**config.mk**
```make
export PLATFORM = sky130hd
export DESIGN_NAME = length_prefix_message_deframer
export DESIGN_NICKNAME = d
export VERILOG_FILES = /design/src/rtl/core/lpmd_pkg.sv /design/src/rtl/core/lpmd_parse.sv /design/src/rtl/core/lpmd_out_reg.sv /design/src/rtl/core/length_prefix_message_deframer.sv
export SDC_FILE = /design/constraint.sdc
export NUM_CORES = 1
export LEC_CHECK = 0
export BUFFER_PORTS_ARGS = -buffer_cell sky130_fd_sc_hd__buf_4
export CAP_MARGIN = 20
export CORE_ASPECT_RATIO = 1.4
export CORE_MARGIN = 3
export CORE_UTILIZATION = 59
export DETAILED_ROUTE_END_ITERATION = 8
export PLACE_DENSITY = 0.8
export SYNTH_ARGS = -nofsm -noshare
export SYNTH_HDL_FRONTEND = slang
export SYNTH_SLANG_ARGS = --single-unit
```
**constraint.sdc**
```tcl
create_clock -name clk -period 6.2 [get_ports clk]
set_clock_uncertainty 0.15 [all_clocks]
set_input_delay 1.86 -clock clk [delete_from_list [all_inputs] [get_ports clk]]
set_output_delay 1.86 -clock clk [all_outputs]
set_load 0.005 [all_outputs]
```
**src/rtl/core/lpmd_pkg.sv**
```systemverilog
`default_nettype none

package lpmd_pkg;

  localparam int unsigned ByteW = 8;
  localparam int unsigned LenW  = 22;

  localparam int unsigned HdrMoreBit    = 7;
  localparam int unsigned HdrDeflateBit = 6;
  localparam int unsigned HdrShift      = 7;

  // one result request as it leaves the parser
  typedef struct packed {
    logic [ByteW-1:0] out_byte;
    logic             first_of_message;
    logic             last_of_message;
    logic             empty_message;
    logic             huffman_coded;
    logic             deflated;
    logic [LenW-1:0]  message_length;
  } result_t;

  typedef struct packed {
    logic in_payload;
    logic bytes_left_zero;
  } status_t;

endpackage

`default_nettype wire

```
**src/rtl/core/lpmd_parse.sv**
```systemverilog
`default_nettype none

module lpmd_parse import lpmd_pkg::*; (
  input  wire logic             clk,
  input  wire logic             rst,
  input  wire logic             item_valid,
  input  wire logic [ByteW-1:0] item_byte,
  input  wire logic             take,
  output result_t               res,
  output logic                  res_valid,
  output status_t               status
);

  typedef enum logic [1:0] {
    PH_FIRST   = 2'd0,
    PH_SECOND  = 2'd1,
    PH_THIRD   = 2'd2,
    PH_PAYLOAD = 2'd3
  } phase_t;

  phase_t          phase, phase_next;
  logic [LenW-1:0] size_accum, size_accum_next;
  logic [LenW-1:0] bytes_left, bytes_left_next;
  logic            deflate_flag, deflate_flag_next;
  logic            first_pending, first_pending_next;
  logic            hdr_done;
  logic            last;

  always_comb begin
    phase_next         = phase;
    size_accum_next    = size_accum;
    bytes_left_next    = bytes_left;
    deflate_flag_next  = deflate_flag;
    first_pending_next = first_pending;
    hdr_done           = 1'b0;
    last               = (bytes_left <= LenW'(1));
    res_valid          = 1'b0;
    res.out_byte         = item_byte;
    res.first_of_message = first_pending;
    res.last_of_message  = last;
    res.empty_message    = 1'b0;

    unique case (phase)
      PH_FIRST: begin
        size_accum_next   = {{(LenW-7){1'b0}}, item_byte[6:0]};
        deflate_flag_next = 1'b0;
        if (item_byte[HdrMoreBit]) begin
          phase_next = PH_SECOND;
        end else begin
          hdr_done = 1'b1;
        end
      end
      PH_SECOND: begin
        if (item_byte[HdrMoreBit]) begin
          size_accum_next = size_accum |
                            {{(LenW-14){1'b0}}, item_byte[6:0], {HdrShift{1'b0}}};
          deflate_flag_next = 1'b1;
          phase_next        = PH_THIRD;
        end else begin
          size_accum_next = size_accum |
                            {{(LenW-13){1'b0}}, item_byte[5:0], {HdrShift{1'b0}}};
          deflate_flag_next = item_byte[HdrDeflateBit];
          hdr_done          = 1'b1;
        end
      end
      PH_THIRD: begin
        size_accum_next   = size_accum | {item_byte, {(2*HdrShift){1'b0}}};
        deflate_flag_next = 1'b1;
        hdr_done          = 1'b1;
      end
      PH_PAYLOAD: begin
        res_valid          = 1'b1;
        first_pending_next = 1'b0;
        if (bytes_left != '0) begin
          bytes_left_next = bytes_left - LenW'(1);
        end
        if (last) begin
          bytes_left_next    = '0;
          first_pending_next = 1'b1;
          phase_next         = PH_FIRST;
        end
      end
      default: begin
      end
    endcase

    if (hdr_done) begin
      first_pending_next = 1'b1;
      if (size_accum_next == '0) begin
        // zero size header: one empty-message request, then a new header
        res_valid            = 1'b1;
        res.out_byte         = '0;
        res.first_of_message = 1'b1;
        res.last_of_message  = 1'b1;
        res.empty_message    = 1'b1;
        phase_next           = PH_FIRST;
      end else begin
        bytes_left_next = size_accum_next;
        phase_next      = PH_PAYLOAD;
      end
    end

    res.deflated       = deflate_flag_next;
    res.huffman_coded  = ~deflate_flag_next;
    res.message_length = size_accum_next;
    res_valid          = res_valid & item_valid;
  end

  always_ff @(posedge clk) begin
    if (rst) begin
      phase         <= PH_FIRST;
      size_accum    <= '0;
      bytes_left    <= '0;
      deflate_flag  <= 1'b0;
      first_pending <= 1'b1;
    end else if (take) begin
      phase         <= phase_next;
      size_accum    <= size_accum_next;
      bytes_left    <= bytes_left_next;
      deflate_flag  <= deflate_flag_next;
      first_pending <= first_pending_next;
    end
  end

  assign status.in_payload      = (phase == PH_PAYLOAD);
  assign status.bytes_left_zero = (bytes_left == '0);

endmodule

`default_nettype wire

```
**src/rtl/core/lpmd_out_reg.sv**
```systemverilog
`default_nettype none

module lpmd_out_reg import lpmd_pkg::*; (
  input  wire logic    clk,
  input  wire logic    rst,
  input  wire logic    load,
  input  wire result_t load_data,
  input  wire logic    stall,
  output logic         valid,
  output result_t      data
);

  always_ff @(posedge clk) begin
    if (rst) begin
      valid <= 1'b0;
    end else if (load) begin
      valid <= 1'b1;
    end else if (!stall) begin
      valid <= 1'b0;
    end
  end

  always_ff @(posedge clk) begin
    if (load) begin
      data <= load_data;
    end
  end

endmodule

`default_nettype wire

```
**src/rtl/core/length_prefix_message_deframer.sv**
```systemverilog
// an accepted byte is held in the input register; its result request is then loaded into the output register
// throughput: one byte per cycle; a header byte that gives no result never waits
// on the output side, a result byte waits only while the output register is held
// reset (rst, synchronous): both pipeline registers empty, parser expects a
// first header byte
`default_nettype none

module length_prefix_message_deframer import lpmd_pkg::*; (
  input  wire logic             clk,
  input  wire logic             rst,
  input  wire logic             in_valid,
  output logic                  in_stall,
  input  wire logic [ByteW-1:0] in_byte,
  output logic                  out_valid,
  input  wire logic             out_stall,
  output logic [ByteW-1:0]      out_byte,
  output logic                  first_of_message,
  output logic                  last_of_message,
  output logic                  empty_message,
  output logic                  huffman_coded,
  output logic                  deflated,
  output logic [LenW-1:0]       message_length
);

  logic             in_reg_valid;
  logic [ByteW-1:0] in_reg_byte;
  logic             advance;
  logic             out_free;
  logic             res_valid;
  result_t          res;
  result_t          out_data;
  status_t          status;

  assign out_free = ~out_valid | ~out_stall;
  assign advance  = in_reg_valid & (~res_valid | out_free);
  assign in_stall = in_reg_valid & ~advance;

  always_ff @(posedge clk) begin
    if (rst) begin
      in_reg_valid <= 1'b0;
    end else if (!in_stall) begin
      in_reg_valid <= in_valid;
    end
  end

  always_ff @(posedge clk) begin
    if (!in_stall) begin
      in_reg_byte <= in_byte;
    end
  end

  lpmd_parse u_parse (
    .clk        (clk),
    .rst        (rst),
    .item_valid (in_reg_valid),
    .item_byte  (in_reg_byte),
    .take       (advance),
    .res        (res),
    .res_valid  (res_valid),
    .status     (status)
  );

  lpmd_out_reg u_out_reg (
    .clk       (clk),
    .rst       (rst),
    .load      (advance & res_valid),
    .load_data (res),
    .stall     (out_stall),
    .valid     (out_valid),
    .data      (out_data)
  );

  assign out_byte         = out_data.out_byte;
  assign first_of_message = out_data.first_of_message;
  assign last_of_message  = out_data.last_of_message;
  assign empty_message    = out_data.empty_message;
  assign huffman_coded    = out_data.huffman_coded;
  assign deflated         = out_data.deflated;
  assign message_length   = out_data.message_length;

  // an empty-message request is a whole message of zero bytes
  a_empty_shape: assert property (@(posedge clk) disable iff (rst)
    out_valid && empty_message |->
      first_of_message && last_of_message && message_length == '0 && out_byte == '0)
    else $error("empty message request malformed");

  a_coding_flags: assert property (@(posedge clk) disable iff (rst)
    out_valid |-> huffman_coded != deflated)
    else $error("coding flags not complementary");

  // payload phase always has at least one byte still owed
  a_payload_count: assert property (@(posedge clk) disable iff (rst)
    status.in_payload |-> !status.bytes_left_zero)
    else $error("payload phase with no bytes left");

  // a held input byte is not dropped
  a_in_hold: assert property (@(posedge clk) disable iff (rst)
    in_reg_valid && !advance |=> in_reg_valid && $stable(in_reg_byte))
    else $error("stalled input byte lost");

endmodule

`default_nettype wire

```
==> results by group <==
Outcome
  – Run status: completed

Layout
  – Share of cells above drive strength 1: 0.1733
  – Multi-input gate area: between 2000 and 2500 um2
  – Seq. cell area: 2292 um2
  – Total number of nets in the final design: 546
  – Count of filler cells inserted in the layout: 594
  – Design Area, Final: 5283 um2
  – Number of antenna repair diodes: 0
  – Area growth from synthesis to layout: 14.23%
  – Number of non-filler instances in the completed layout: 628

Setup path
  – Dominant delay contributor by cell family on the critical path: simple AND/OR/NAND/NOR gates
  – Critical Path Source Type: flip-flop
  – Crit path buffers/inverters: 3
  – Worst setup path endpoint: in_stall
  – R2r endpoint: u_out_reg.data[16]
  – Worst endpoint required time: about 4.2 ns
  – Arrival time reported for the critical path endpoint: 3.88 ns
  – Kind of end point of the critical path: primary output
  – Worst setup path class: flip-flop to primary output
  – Launch point of the critical path: u_parse.phase[1]
  – Reg2Reg Setup Slack: ~1.9 ns
  – Register-to-Register Path Depth: 11
  – Stages on the worst setup path: 11
  – CP max stage cell: sky130_fd_sc_hd__or3_1
  – Max Fanout on Critical Path: 10
  – Largest stage delay on the critical path: 0.50 ns
  – Crit Reg-Reg Startpoint: u_parse.phase[1]
  – List of cells traversed by the critical path: inv_1 > ha_1 > or3_1 > a22oi_1 > nand4_1 > nor4_1 > nand4_1 > o21ai_0 > nand3_2 > inv_1 > buf_4

Global route
  – Overflow left after global routing: 0
  – Via count of the first global-routing pass: around 4.1k
  – Overall Global Routing Usage: 0.3066
  – Wire length of the first global-routing pass: 21.12 mm
  – Maximum number of pins on one net before global-route repair: between 40 and 50
  – Antenna violations before repair: 0

Clocking
  – Clock slew at reported path FFs: 0.09 ns
  – Number of buffers created by CTS: 9
  – Htree depth: 3
  – Clock latency on the worst-skew pair: ~0.38 ns
  – Longest Clk Path Bufs: 2
  – Clock tree from TritonCTS: yes
  – Post-cts sizing count: 0
  – Buffers inserted during post-CTS setup optimization: 0
  – Number of clock sinks seen by CTS: just over 90
  – Number of hold buffers added after CTS: 0
  – Cell at the root of the clock tree: sky130_fd_sc_hd__clkbuf_8

Synthesis
  – Cells after Synth: 495
  – Area share of the leading cell type in the synthesized netlist: 0.2792
  – Share of async-settable or async-resettable flops after synthesis: 0
  – Summed instance area of the synthesized netlist: 4624 um2
  – Number of distinct standard cells referenced by the synthesized netlist: 57
  – Post-synth EDFFs: 43
  – Cell taking the most area after synthesis: sky130_fd_sc_hd__edfxtp_1
  – Synth cell count leaders: sky130_fd_sc_hd__dfxtp_1, sky130_fd_sc_hd__nand2_1, sky130_fd_sc_hd__edfxtp_1
  – Flip-flop and latch count after synthesis: 93
  – Sequential element share of the synthesized area: 0.4957
  – Synth Flop Type: sky130_fd_sc_hd__dfxtp_1
  – Count of warnings emitted by yosys: 0
  – Top cells by area, synth: sky130_fd_sc_hd__edfxtp_1, sky130_fd_sc_hd__dfxtp_1, sky130_fd_sc_hd__a22oi_1
  – Most numerous cell in the Yosys netlist: sky130_fd_sc_hd__dfxtp_1
  – Net count after synthesis: 515
  – Post-synthesis area per instance: 9.342 um2

Timing
  – Setup TNS Final: 0 ns
  – Setup violators final: 0
  – Unrepaired setup endpoints after global routing: no
  – Achievable frequency: 0.1697 GHz
  – Relative slew slack: 0.4849
  – Setup slack of the critical path after layout: 0.3067 ns
  – Post-route minimum period: 5.893 ns
  – Number of hold violations in the final report: 0
  – Hold WS: 0.3176 ns
  – Number of pins with negative max-slew slack in the final report: 0
  – Transition time of the tightest slew-check pin: 0.7681 ns
  – Share of the cycle needed by the critical path after routing: 0.9505

Place
  – Area after DPL: 5016 um2
  – Setup WS pre-CTS: 0.5853 ns
  – DP HPWL: about 8.9 mm
  – Buffers added on ports: 48
  – Total placed cells including tap cells: 611
  – Final Wtd Congestion: ~0.96

Floorplanning
  – Vertical die dimension: 110.8 um
  – Die outline width: 80.83 um
  – Core Region: 7500 um2
  – Full die area: 8951 um2
  – Number of rows in the core area: 37
  – Initial standard-cell utilization of the core: 0.6166
  – Number of top-level pins: 49

Power and ir drop
  – Leakage power: roughly 2.0 nW
  – Peak ir drop on the vdd network: between 150 and 200 uV
  – Power per cell area: 299.4 nW/um2

Route
  – Count of TritonRoute iterations in the first routing pass: 6
  – Via count normalized by instance count: 6.718
  – Detail Route Antenna Nets: 0
  – Violation count after the first detailed-routing iteration: roughly 600
  – Drc violations: 0
  – Routed Wire Length: 13.22 mm
  – Routed wire length per instance: 21.06 um
  – Vias: 4219

Min path
  – Worst hold path type: flip-flop to flip-flop

Run
  – Max capacitance violation total: 0
==> area by class of cell <==
cell class	count	share of cell area
Multi-Input combinational cell	347	0.4031
Sequential cell	93	0.4339
Clock inverter	5	0.02013
Clock buffer	11	0.02676
Tap cell	97	0.02297
Timing Repair Buffer	55	0.07887
Inverter	20	0.01421
==> sequential cells by signal (all words and copies together) (netlist names) <==
| signal | count |
|---|---|
| u_out_reg.data | 35 |
| in_reg_byte | 8 |
| u_parse.deflate_flag | 1 |
| in_reg_valid | 1 |
| u_out_reg.valid | 1 |
| u_parse.bytes_left | 22 |
| u_parse.first_pending | 1 |
| u_parse.size_accum | 22 |
| u_parse.phase | 2 |
==> how the worst min path moves through the flow <==
stage / from / end / slack (ns) / depth (start not counted)
floorplan: u_parse.bytes_left[12] / u_parse.bytes_left[12] / 0.29 / 2
global placement: u_parse.bytes_left[18] / u_parse.bytes_left[18] / 0.30 / 2
detailed placement: u_parse.bytes_left[12] / u_parse.bytes_left[12] / 0.30 / 2
CTS: u_parse.bytes_left[12] / u_parse.bytes_left[12] / 0.32 / 2
global route: u_parse.bytes_left[4] / u_parse.bytes_left[4] / 0.34 / 2
finish: u_parse.bytes_left[12] / u_parse.bytes_left[12] / 0.32 / 2
==> power by group <==
group          switching, W  internal, W  leakage, nW
Clock              0.000217     0.000280        0.120
Combinational      0.000239     0.000131         1.08
Sequential        0.0000328     0.000681        0.804
Total              0.000489      0.00109         2.00
==> layout by cell type, fill, tap and decap left out, drive strengths merged, types with 13 or more instances in the layout <==
cell / instances
nor2b: 16
edfxtp: 43
nor2: 28
a22oi: 25
dfxtp: 50
o32ai: 13
nand2: 47
a21oi: 36
nor3: 22
o21ai: 38
buf: 55
inv: 21
nand3: 23
==> worst register-to-register path, delay by kind of cell (launching register included) <==
family | cells | cell delay, ns
simple gates | 6 | 1.59
compound gates | 2 | 0.83
buf+inv | 2 | 0.59
flops | 1 | 0.49
fa+ha+maj | 1 | 0.27
==> routing by layer <==
layer	global-route usage	routed length, um	vias to the layer above
met3	0.05203	1052	41
met2	0.4970	6603	248
li1	-	-	1910
met4	0.1466	440	0
met1	0.3899	5127	2020
met5	0	0	-
==> kinds of logic after synthesis <==
group	after synthesis	synth area share
xor+xnor	5	0.009471
mux	9	0.02029
compound gates	148	0.2119
fa+ha+maj	8	0.02165
flops	93	0.4957
simple gates	177	0.1935
buf+inv	55	0.04762
==> per-stage QoR <==
stage	util	total power (W)
after floorplan	-	0.0009814
after global placement	0.6688	0.001070
after detailed placement	0.6688	0.001079
after CTS	0.7019	0.001567
after global routing	0.7044	0.001639
final	0.7044	0.001582
Note: power is estimated with default switching activity, not from simulation.
